[config.mk]
export PLATFORM = sky130hd
export DESIGN_NAME = fvpc_out_fifo
export DESIGN_NICKNAME = d
export VERILOG_FILES = /design/src/rtl/fd_violation_pair_counter_core_assert.svh /design/src/rtl/fvpc_pkg.sv /design/src/rtl/fvpc_out_fifo.sv
export SDC_FILE = /design/constraint.sdc
export NUM_CORES = 1
export LEC_CHECK = 0
export ABC_AREA = 1
export ABC_CLOCK_PERIOD_IN_PS = 3500
export BUFFER_PORTS_ARGS = -buffer_cell sky130_fd_sc_hd__buf_2
export CAP_MARGIN = 0
export CORE_MARGIN = 2
export CORE_UTILIZATION = 42
export CTS_BUF_LIST = sky130_fd_sc_hd__clkbuf_2 sky130_fd_sc_hd__clkbuf_4 sky130_fd_sc_hd__clkbuf_8
export CTS_CLUSTER_DIAMETER = 200
export DETAILED_ROUTE_END_ITERATION = 10
export RECOVER_POWER = 25
export SETUP_SLACK_MARGIN = 0.4
export SLEW_MARGIN = 25
export SYNTH_ARGS = -nofsm -noshare
export SYNTH_HDL_FRONTEND = slang
export SYNTH_SLANG_ARGS = --single-unit
[constraint.sdc]
create_clock -name i_clk -period 3.5 [get_ports i_clk]
set_clock_uncertainty 0.1 [all_clocks]
set_input_delay 0.35 -clock i_clk [delete_from_list [all_inputs] [get_ports i_clk]]
set_output_delay 0.35 -clock i_clk [all_outputs]
set_load 0.05 [all_outputs]
[src/rtl/fd_violation_pair_counter_core_assert.svh]
// Assertion macros for the violation pair counter.
// Depends on nothing; taken in by the top level with an include.
`ifndef FD_VIOLATION_PAIR_COUNTER_CORE_ASSERT_SVH
`define FD_VIOLATION_PAIR_COUNTER_CORE_ASSERT_SVH

// Same-cycle implication, checked while out of reset.
`define FVPC_ASSERT_NOW(label, clk, rst_n, ante, cons, msg) \
    label: assert property (@(posedge clk) disable iff (!(rst_n)) (ante) |-> (cons)) \
        else $error(msg);

// Next-cycle implication, checked while out of reset.
`define FVPC_ASSERT_NEXT(label, clk, rst_n, ante, cons, msg) \
    label: assert property (@(posedge clk) disable iff (!(rst_n)) (ante) |=> (cons)) \
        else $error(msg);

`endif

[src/rtl/fvpc_pkg.sv]
// Shared types and constants of the violation pair counter.
// Used by the output queue and the top level; depends on nothing.
`default_nettype none

package fvpc_pkg;

    localparam int ROW_AW   = 12;
    localparam int VAL_AW   = 12;
    localparam int ROWS     = 1 << ROW_AW;
    localparam int VALUES   = 1 << VAL_AW;
    localparam int CNT_W    = 13;
    localparam int TAG_W    = 12;
    localparam int SUM_W    = 23;

    localparam logic [CNT_W-1:0] COUNT_MAX   = {CNT_W{1'b1}};
    localparam logic [SUM_W-1:0] SUM_MAX     = {SUM_W{1'b1}};
    localparam logic [TAG_W-1:0] CLUSTER_MAX = {TAG_W{1'b1}};
    localparam logic [TAG_W-1:0] CLUSTER_ONE = TAG_W'(1);

    localparam int IN_TDATA_W  = ((ROW_AW + VAL_AW + 7) / 8) * 8;
    localparam int OUT_TDATA_W = ((2 * SUM_W + 7) / 8) * 8;
    localparam int KIND_W      = 2;

    localparam int FIFO_DEPTH = 8;
    localparam int FIFO_AW    = $clog2(FIFO_DEPTH);
    localparam int FIFO_CW    = $clog2(FIFO_DEPTH + 1);

    typedef enum logic [KIND_W-1:0] {
        KIND_LOAD  = 2'd0,
        KIND_ROW   = 2'd1,
        KIND_CLEAR = 2'd2
    } t_kind;

    // One word of the count memory: generation tag above the count.
    typedef struct packed {
        logic [TAG_W-1:0] tag;
        logic [CNT_W-1:0] count;
    } t_count_entry;

    typedef struct packed {
        logic [SUM_W-1:0] total;
        logic [SUM_W-1:0] cluster;
    } t_result;

    // Control carried alongside an item through the pipeline.
    typedef struct packed {
        logic             valid;
        t_kind            kind;
        logic             last;
        logic [TAG_W-1:0] tag;
    } t_stage_ctl;

endpackage

`default_nettype wire

[src/rtl/fvpc_out_fifo.sv]
// Small result queue between the counting pipeline and the output channel.
// Depends on fvpc_pkg for the result type and the queue depth.
`default_nettype none

module fvpc_out_fifo
    import fvpc_pkg::*;
(
    input  wire logic               i_clk,
    input  wire logic               i_rst_n,
    input  wire logic               i_push,
    input  wire t_result            i_push_data,
    input  wire logic               i_pop,
    output      logic               o_valid,
    output      t_result            o_data,
    output      logic [FIFO_CW-1:0] o_count
);

    t_result              r_slot [0:FIFO_DEPTH-1];
    logic [FIFO_AW-1:0]   r_wr_ptr;
    logic [FIFO_AW-1:0]   r_rd_ptr;
    logic [FIFO_CW-1:0]   r_count;
    logic                 pop_ok;

    assign o_valid = (r_count != '0);
    assign o_data  = r_slot[r_rd_ptr];
    assign o_count = r_count;
    assign pop_ok  = o_valid && i_pop;

    always_ff @(posedge i_clk) begin
        if (i_push) begin
            r_slot[r_wr_ptr] <= i_push_data;
        end
    end

    always_ff @(posedge i_clk) begin
        if (!i_rst_n) begin
            r_wr_ptr <= '0;
            r_rd_ptr <= '0;
            r_count  <= '0;
        end else begin
            if (i_push) begin
                r_wr_ptr <= r_wr_ptr + FIFO_AW'(1);
            end
            if (pop_ok) begin
                r_rd_ptr <= r_rd_ptr + FIFO_AW'(1);
            end
            if (i_push && !pop_ok) begin
                r_count <= r_count + FIFO_CW'(1);
            end else if (!i_push && pop_ok) begin
                r_count <= r_count - FIFO_CW'(1);
            end
        end
    end

endmodule

`default_nettype wire
==> summary.md, run 1 <==
| Metric | Value |
|---|---|
| Run status | `finished clean` |
| Grt ovf | `0` |
| Crit path capture type | `output pin` |
| Synth unique cells | `20` |
| Area of the core | `36300 sq um` |
| RSZ-0062 raised after global routing | `yes` |
| P&R area growth vs syn | `17.0%` |
| Slew Viols, Final | `0` |
| 1st-iter DRT viols | `666` |
| Die ar. | `38100 sq um` |
| Root Driver | `clkbuf_8` |
| CP arrival | `2.45 ns` |
| CTS max path bufs | `3` |
| Req. time, crit path | `3.05 ns` |
| Met2 wire length | `16800 um` |
| CTS tree | `yes` |
| Max Fclk | `0.344 GHz` |
| Cells after Synth | `1311` |
| Cts bufs inserted | `60` |
| Most frequent cells in the layout | `376 x nor2_1, 368 x edfxtp_1, 249 x nand2_1` |
| Maximum VDD drop | `484 uV` |
| Std cell rows | `70` |
| H-tree level count | `2` |
| Setup TNS | `0 ns` |
| Commonest non-fill, non-tap cell in the layout | `nor2_1` |
| Fin crit period | `2.90 ns` |
| Layout cells sized above 1 | `0.131` |
| Number of antenna violations at the first check in global routing | `2` |
| Ys async rst share | `0` |
| DRT antenna net count | `0` |
| PD cells | `680 nW/um^2` |
| Post-synthesis sequential area ratio | `0.737` |
| Startpoint class of the critical path | `flip-flop` |
| DP Wirelength | `18200 um` |
| Vias in the first global route | `9684` |
| Initial Utilization | `0.423` |
| Post-Route WL | `35200 um` |
| Clk pin slew, worst setup/hold paths | `0.06 ns` |
| Syn_area_per_cell | `11.7 sq um` |
| Max layer used | `met5` |
| Post-synth top area cell | `edfxtp_1` |
| GRT Overall Usage | `0.183` |
| # clock sinks | `381` |
| Detailed-route DRC error count | `0` |
| HP Class | `flip-flop to flip-flop` |
| Pin count of the biggest net entering global routing | `102` |
| Met3 routed WL | `2110 um` |
| Vert. Die Dim | `195 um` |
| Ys Warns | `0` |
| Placed Area | `16300 sq um` |
| Leak Pwr | `6.62 nW` |
| Top_reg_cell synth | `edfxtp_1` |
| Via count | `9854` |
| # Max-Cap Violations | `0` |
| Finish-stage setup viols | `0` |
| Ports | `101` |
| Gpl congestion | `0.726` |
| Top cells by area, synth | `edfxtp_1 72%, nor2_1 9.4%, nand2_1 6.1%, o21ai_0 5.1%, dfxtp_1 1.7%` |
| Post-synth EDFFs | `368` |
| Crit-path max FO | `40` |
| Layout Nets | `1539` |
| Vias per Instance | `4.94` |
| Crit Path Class | `flip-flop to output pin` |
| Final period utilization | `0.830` |
| WL per Instance | `17.6 um` |
| Die width | `195 um` |
| Final hold vios | `0` |
| TritonRoute pass-1 iters | `4` |
| Worst-Margin Slew | `0.799 ns` |
| Mapped Area | `15300 sq um` |
| Clk_lat worst skew | `0.61 ns` |
| Design area | `18000 sq um` |
| First-pass GRT wire length | `53700 um` |
| Number of synthesized register bits | `381` |
| Port Buf Inserts | `100` |
| M1 WL | `15600 um` |
| Syn nets | `1367` |
| Max-slew headroom | `0.467` |
| Synth top area share | `0.720` |
==> kinds of logic after synthesis <==
family / synth area share
buf+inv: 0.0348
fa+ha+maj: 0.00538
flops: 0.737
compound gates: 0.0642
simple gates: 0.158
xor+xnor: 0.00114
==> flip-flops by register name (all words and copies together) (netlist names), named ones only <==
register	count
o_count	4
r_slot	368
r_wr_ptr	3
r_rd_ptr	3
==> critical path: stages (launching register included) <==
cell	delay [ns]
dfxtp_4	0.61
buf_6	0.36
nor2_1	0.09
nor2_1	0.09
o21ai_0	0.10
nand2_1	0.08
nand2_1	0.05
nand2_1	0.17
buf_2	0.29
==> layout make-up <==
type | instances | area [sq um]
multi-input combinational | 846 | 3560
timing repair buffer | 180 | 1320
inverter | 14 | 57.6
antenna | 2 | 5.00
fill | 3225 | 18300
clock buffer | 81 | 990
tap | 468 | 586
clock inverter | 24 | 120
sequential | 381 | 11300
==> through the flow <==
stage | power (mW) | hold slack (ns) | instances | utilization | worst slack (ns)
final | 12.2 | 0.374 | 1996 | 0.495 | 0.596
after detailed placement | 8.71 | 0.369 | 1837 | 0.450 | 0.966
after global routing | 12.9 | 0.408 | 1995 | 0.495 | 0.396
after global placement | 8.67 | 0.360 | 1837 | 0.450 | 0.947
after CTS | 12.3 | 0.382 | 1993 | 0.495 | 0.495
after floorplan | 7.95 | 0.349 | 1311 | - | 0.299
==> cell usage after synthesis, types with 4 or more instances <==
cell      instances
clkbuf_1          7
o21ai_0         155
clkbuf_8          4
nor2_1          384
o21ai_1          34
a21oi_1           8
inv_1            12
buf_6            16
clkbuf_2         16
nand3_1           6
nand2_1         249
ha_1              5
buf_2            25
dfxtp_1          13
edfxtp_1        368
==> power breakdown <==
part	leakage, nW	switching, mW	internal [mW]
logic	2.58	2.56	0.893
clock network	0.588	1.64	1.88
registers	3.45	0.0934	5.14
total	6.62	4.29	7.92
==> per-layer routing <==
metal	vias to the layer above	global-route usage
li1	4828	-
met1	4694	0.245
met2	270	0.303
met3	60	0.0370
met4	2	0.0580
met5	-	0
==> what timing repair did <==
item                       in CTS  in global routing
cloned                          0                  1
buffers inserted                1                  0
hold buffers                   50                  0
setup endpoints to repair      27                 16
hold endpoints to repair      379                  0
gates resized for setup         2                  2
==> final timing paths <==
| check | startpoint | endpoint | slack, ns | depth (start not counted) |
|---|---|---|---|---|
| worst min-delay path | r_rd_ptr[1] | flip-flop | 0.37 | 2 |
| worst min register to register | r_rd_ptr[1] | flip-flop | 0.37 | 2 |
| worst max-delay path | flip-flop | o_data[10] | 0.60 | 8 |
| worst max register to register | o_count[0] | o_count[3] | 1.27 | 11 |
Note: power is estimated with default switching activity, not from simulation.
==> run 2, diff against run 1 <==
Settings changed: ABC_AREA 1 to 0, ABC_CLOCK_PERIOD_IN_PS 3500 to 2700.
Clock period 3.5 ns to 2.7 ns, I/O delays scaled along.
==> run 2 against run 1 <==
The run now ends with setup timing left. Sequential share of layout area decreased by 0.75 points. First-iteration DRC count decreased by 21%. Die area decreased by 4.2%. Worst setup slack got worse by 0.60 ns. Via count decreased by 30%. Combinational power increased by 56%. Sequential power increased by 30%. Hold slack improved by 0.041 ns. Critical path type unchanged. Largest cell class unchanged. Largest power group unchanged.
==> summary.md, run 2 <==
| Metric | Value |
|---|---|
| Slew Viols, Final | `0` |
| WL per Instance | `23.3 um` |
| Leak Pwr | `5.96 nW` |
| Placed Area | `16000 sq um` |
| P&R area growth vs syn | `23.8%` |
| Setup TNS | `-0.00737 ns` |
| Via count | `6884` |
| Commonest non-fill, non-tap cell in the layout | `edfxtp_1` |
| Layout cells sized above 1 | `0.403` |
| CTS tree | `yes` |
| Post-synth EDFFs | `368` |
| Ys async rst share | `0` |
| Crit Path Class | `flip-flop to output pin` |
| 1st-iter DRT viols | `527` |
| Post-synth top area cell | `edfxtp_1` |
| Cts bufs inserted | `57` |
| Syn nets | `656` |
| Port Buf Inserts | `100` |
| R2R depth | `9` |
| Grt ovf | `0` |
| Startpoint class of the critical path | `flip-flop` |
| PD cells | `919 nW/um^2` |
| Synth top area share | `0.752` |
| Synth unique cells | `30` |
| Top_reg_cell synth | `edfxtp_1` |
| Run status | `finished, violations left` |
| Most frequent cells in the layout | `368 x edfxtp_1, 70 x mux4_2, 57 x clkbuf_8` |
| Syn_area_per_cell | `24.5 sq um` |
| Final period utilization | `1.00` |
| Clk_lat worst skew | `0.59 ns` |
| Fin crit period | `2.71 ns` |
| CTS max path bufs | `3` |
| # Max-Cap Violations | `0` |
| Top cells by area, synth | `edfxtp_1 75%, mux4_1 10%, mux4_2 5.2%, mux2_2 3.5%, dfxtp_1 1.8%` |
| Gpl congestion | `0.727` |
| Post-synthesis sequential area ratio | `0.770` |
| Max reg flops | `368` |
| Maximum VDD drop | `765 uV` |
| Max Fclk | `0.369 GHz` |
| WHS Path Cells | `2` |
| RSZ-0062 raised after global routing | `yes` |
| Cells after Synth | `600` |
| Crit path capture type | `output pin` |
| Design area | `18200 sq um` |
| DRT antenna net count | `0` |
| Final hold vios | `0` |
| Top reg by flops | `r_slot` |
| Ports | `101` |
| Root Driver | `clkbuf_8` |
| Vias per Instance | `5.19` |
| Fin worst setup slack | `-0.00737 ns` |
| Initial Utilization | `0.425` |
| Violated checks | `setup timing` |
| Die ar. | `36500 sq um` |
| First-pass GRT wire length | `44800 um` |
| Synth top cells by count | `368 x edfxtp_1, 58 x mux4_1, 46 x mux2_2, 34 x mux4_2, 13 x dfxtp_1` |
| Fin util | `0.527` |
| Vert. Die Dim | `191 um` |
| Number of synthesized register bits | `381` |
| Worst-Margin Slew | `0.628 ns` |
| Req. time, crit path | `2.33 ns` |
| # clock sinks | `381` |
| Number of antenna violations at the first check in global routing | `4` |
| HP Class | `input pin to flip-flop` |
| Pin count of the biggest net entering global routing | `67` |
| Clk pin slew, worst setup/hold paths | `0.06 ns` |
| H-tree level count | `2` |
| Most common cell in the netlist | `edfxtp_1` |
| DP Wirelength | `16100 um` |
| Fillers | `2720` |
| PnR Total Power | `16.7 mW` |
| Vias in the first global route | `7317` |
| Std cell rows | `68` |
| Critical Path Max Stage Delay | `0.53 ns` |
| Pre-CTS setup slack | `0.424 ns` |
| Mapped Area | `14700 sq um` |
| CP arrival | `2.34 ns` |
| TritonRoute pass-1 iters | `4` |
| Ys Warns | `0` |
| Die width | `191 um` |
| Crit-path max FO | `6` |
| Post-Route WL | `30800 um` |
| Reg2reg setup slack | `0.43 ns` |
| Area of the core | `34500 sq um` |
| GRT Overall Usage | `0.168` |
| Slowest CP cell | `mux4_1` |
| Placed cell count | `1153` |
| Detailed-route DRC error count | `0` |
| CP Cell Sequence | `buf_12, clkbuf_16, mux4_1, mux2_4, buf_6` |
| Fin cells | `1326` |
| Max-slew headroom | `0.580` |
| Worst hold margin | `0.415 ns` |
| Finish-stage setup viols | `1` |
| Layout Nets | `881` |
## run 2: cell types whose count changed in the layout (fill, tap and decap cells not counted), sizes merged, moves of 4 or more
| cell | change |
|---|---|
| o21ai | -188 |
| xnor2 | +5 |
| nor2 | -377 |
| nand2b | +4 |
| inv | -13 |
| mux4 | +92 |
| mux2 | +46 |
| clkbuf | -6 |
| buf | +14 |
| a21oi | -7 |
| nand2 | -242 |
| and2 | +7 |
## run 2: kinds of logic (layout without fill, tap and decap cells)
kind of cell	count (synthesis)	after routing	synth area share
multiplexers	141	141	0.193
flip-flops	381	381	0.770
AO/OA/AOI/OAI	5	5	0.00213
other	0	2	0
buffers and inverters	28	297	0.0146
adder cells (fa/ha/maj)	6	6	0.00562
AND/OR/NAND/NOR	33	33	0.0113
XOR/XNOR	6	6	0.00358
## run 2: per-layer routing
| metal | GRT usage | part of all wire |
|---|---|---|
| met3 | 0.0340 | 0.047 |
| met4 | 0.0515 | 0.016 |
| met5 | 0 | 0.00088 |
| met1 | 0.223 | 0.43 |
| met2 | 0.279 | 0.51 |
## run 2: repair_timing
action	4_1_cts	5_1_grt
pin swaps	0	5
gates resized for setup	123	43
endpoints found under the setup margin	46	47
cloned	4	7
endpoints found under the hold margin	381	0
buffers inserted	4	4
hold buffers	49	0
## run 2: path summary, 6_finish.rpt
check | startpoint | end
min reg2reg | o_count[3] | o_count[3]
min | i_push_data[40] | r_slot[5][40]
max | flip-flop | o_data[24]
max reg2reg | o_count[2] | o_count[3]
## run 2: cell type report
type | instances | area [sq um] | share of cell area
inverters | 1 | 8.76 | 0.000481
well taps | 455 | 569 | 0.0313
multi-input cells | 191 | 3250 | 0.179
flip-flops and latches | 381 | 11300 | 0.623
diodes | 2 | 5.00 | 0.000275
clock inverters | 28 | 181 | 0.00997
repair buffers | 193 | 1920 | 0.106
clock buffers | 75 | 920 | 0.0506
## run 2: critical path: cells and delay by family (launching register included)
family | cells | cell delay, ns
DFF | 1 | 0.42
buffers and inverters | 3 | 0.50
muxes | 2 | 0.81
## run 2: power breakdown
| part | switching [mW] | internal (mW) | total [mW] |
|---|---|---|---|
| Combinational | 2.79 | 2.62 | 5.41 |
| Sequential | 0.113 | 6.70 | 6.81 |
| Clock | 2.08 | 2.41 | 4.49 |
==> run 3, diff against run 2 <==
--- a/constraint.sdc
+++ b/constraint.sdc
@@ -4,2 +4,2 @@
 set_output_delay 0.27 -clock i_clk [all_outputs]
-set_load 0.05 [all_outputs]
+set_load 0.1 [all_outputs]
==> run 3 against run 2 <==
The run still ends with setup timing left. First-iteration DRC count is 14% lower. Sequential cell count stayed put. Register-to-register slack worse by 0.02 ns. Hold slack worse by 0.032 ns. Routed wire length is 0.97% higher. Global-route usage is 0.15 points higher. Power is 12% higher. Design area is 2.0% higher. Critical path type unchanged. Critical endpoint is now o_data[21]. Highest routed layer is now met4.
==> summary.md, run 3 (synthesis results as in run 2) <==
| Metric | Value |
|---|---|
| Run status | `finished, violations left` |
| Violated checks | `setup timing` |
| Hold Crit Start | `i_push_data[43]` |
| Pin count of the biggest net entering global routing | `35` |
| Port Buf Inserts | `100` |
| Std cell rows | `68` |
| Crit-path max FO | `7` |
| Slew Viols, Final | `0` |
| Startpoint class of the critical path | `flip-flop` |
| Fillers | `2707` |
| Clk_lat worst skew | `0.60 ns` |
| PD cells | `1010 nW/um^2` |
| Layout cells sized above 1 | `0.406` |
| Clk pin slew, worst setup/hold paths | `0.06 ns` |
| Max-slew headroom | `0.562` |
| Placed Area | `16000 sq um` |
| Die width | `191 um` |
| DRT antenna net count | `0` |
| Register area | `11300 sq um` |
| Cts bufs inserted | `60` |
| Vias in the first global route | `7212` |
| Finish-stage setup viols | `33` |
| Layout Nets | `886` |
| Max reg flops | `368` |
| Hold Path End | `r_slot[2][43]` |
| Detailed-route DRC error count | `0` |
| Ports | `101` |
| Reg2reg setup slack | `0.41 ns` |
| RSZ-0062 raised after global routing | `yes` |
| Fin worst setup slack | `-0.0602 ns` |
| Worst hold margin | `0.383 ns` |
| Critical Path Max Stage Delay | `0.55 ns` |
| Design area | `18600 sq um` |
| Maximum VDD drop | `1130 uV` |
| Vert. Die Dim | `191 um` |
| Leak Pwr | `6.12 nW` |
| Pre-CTS setup slack | `0.393 ns` |
| First-pass GRT wire length | `44900 um` |
| Reg2reg start | `o_count[2]` |
| Fin crit period | `2.76 ns` |
| Crit path capture type | `output pin` |
| DP Wirelength | `15900 um` |
| Commonest non-fill, non-tap cell in the layout | `edfxtp_1` |
| Root Driver | `clkbuf_8` |
| Initial Utilization | `0.425` |
| Worst r2r dst | `o_count[3]` |
| Most frequent cells in the layout | `368 x edfxtp_1, 75 x mux4_2, 60 x clkbuf_8` |
| Max Fclk | `0.362 GHz` |
| TritonRoute pass-1 iters | `4` |
| GRT Overall Usage | `0.169` |
| CTS max path bufs | `3` |
| Gpl congestion | `0.711` |
| Final hold vios | `0` |
| P&R area growth vs syn | `26.3%` |
| CP Cell Sequence | `buf_6, clkbuf_16, mux4_2, mux2_4, buf_12` |
| Footprint of the multi-input gates | `3250 sq um` |
| HP Class | `input pin to flip-flop` |
| H-tree level count | `2` |
| WHS Path Cells | `2` |
| Worst-Margin Slew | `0.657 ns` |
| Top reg by flops | `r_slot` |
| Crit Path Class | `flip-flop to output pin` |
| WL per Instance | `23.5 um` |
| 1st-iter DRT viols | `452` |
| Post-Route WL | `31100 um` |
| Grt ovf | `0` |
| CP arrival | `2.39 ns` |
| Req. time, crit path | `2.33 ns` |
| # clock sinks | `381` |
| Met2 GRT Util | `0.280` |
| Die ar. | `36500 sq um` |
| Slowest CP cell | `mux4_2` |
| CTS tree | `yes` |
| Area of the core | `34500 sq um` |
| Met1 usage | `0.229` |
| Grt met3 use | `0.0351` |
| GRT busiest layer | `met2` |
| Number of antenna violations at the first check in global routing | `1` |
| Vias per Instance | `5.21` |
| Via count | `6925` |
| Final period utilization | `1.02` |
| R2R depth | `9` |
| # Max-Cap Violations | `0` |
[run 3: cell types whose count changed in the layout (fill, tap and decap cells not counted), sizes merged]
| cell | delta |
|---|---|
| diode | -1 |
| inv | +1 |
| buf | +4 |
| clkbuf | +2 |
| clkinv | -3 |
| clkinvlp | -2 |
| dlygate4sd3 | +1 |
[run 3: area by class of cell]
type	count	area share
Multi-Input combinational cell	191	0.175
Clock buffer	80	0.0526
Timing Repair Buffer	195	0.121
Sequential cell	381	0.611
Antenna cell	1	0.000135
Tap cell	455	0.0307
Inverter	1	0.000337
Clock inverter	24	0.00978
[run 3: metrics by stage]
stage | TNS (ns) | total power [mW] | utilization | cells
final | -0.948 | 18.7 | 0.537 | 1328
after floorplan | -99.17 | 11.5 | - | 600
after global placement | 0 | 12.2 | 0.463 | 1153
after detailed placement | 0 | 12.3 | 0.463 | 1153
after CTS | -5.08 | 18.2 | 0.529 | 1320
after global routing | -5.52 | 19.4 | 0.537 | 1328
[run 3: power by group]
part	switching, mW	internal (mW)
logic	4.15	3.08
registers	0.145	6.71
clock network	2.12	2.54
[run 3: worst max-delay path by stage]
stage / startpoint / end / slack [ns] / cells after the start
after global placement: flip-flop / o_data[27] / 0.40 / 4
after detailed placement: flip-flop / o_data[40] / 0.39 / 4
after floorplan: r_wr_ptr[0] / r_slot[3][0] / -0.33 / 2
after CTS: flip-flop / o_data[38] / -0.16 / 5
final: flip-flop / o_data[21] / -0.06 / 5
after global routing: flip-flop / o_data[25] / -0.17 / 5
[run 3: repair_timing]
item / 4_1_cts / 5_1_grt
hold buffers: 50 / 0
resized for setup: 145 / 98
pin swaps: 0 / 4
endpoints found under the hold margin: 381 / 0
setup buffers: 7 / 3
cloned: 6 / 4
setup endpoints to repair: 46 / 48
[run 3: critical path, delay by kind of cell (launching register included)]
kind,cells,cell delay [ns]
buf+inv,3,0.49
mux,2,0.84
flops,1,0.44
[run 3: routing by layer]
layer,routed length (um),share of wire
met3,1380,0.044
met2,15500,0.50
met5,0,0
met1,13800,0.44
met4,419,0.013
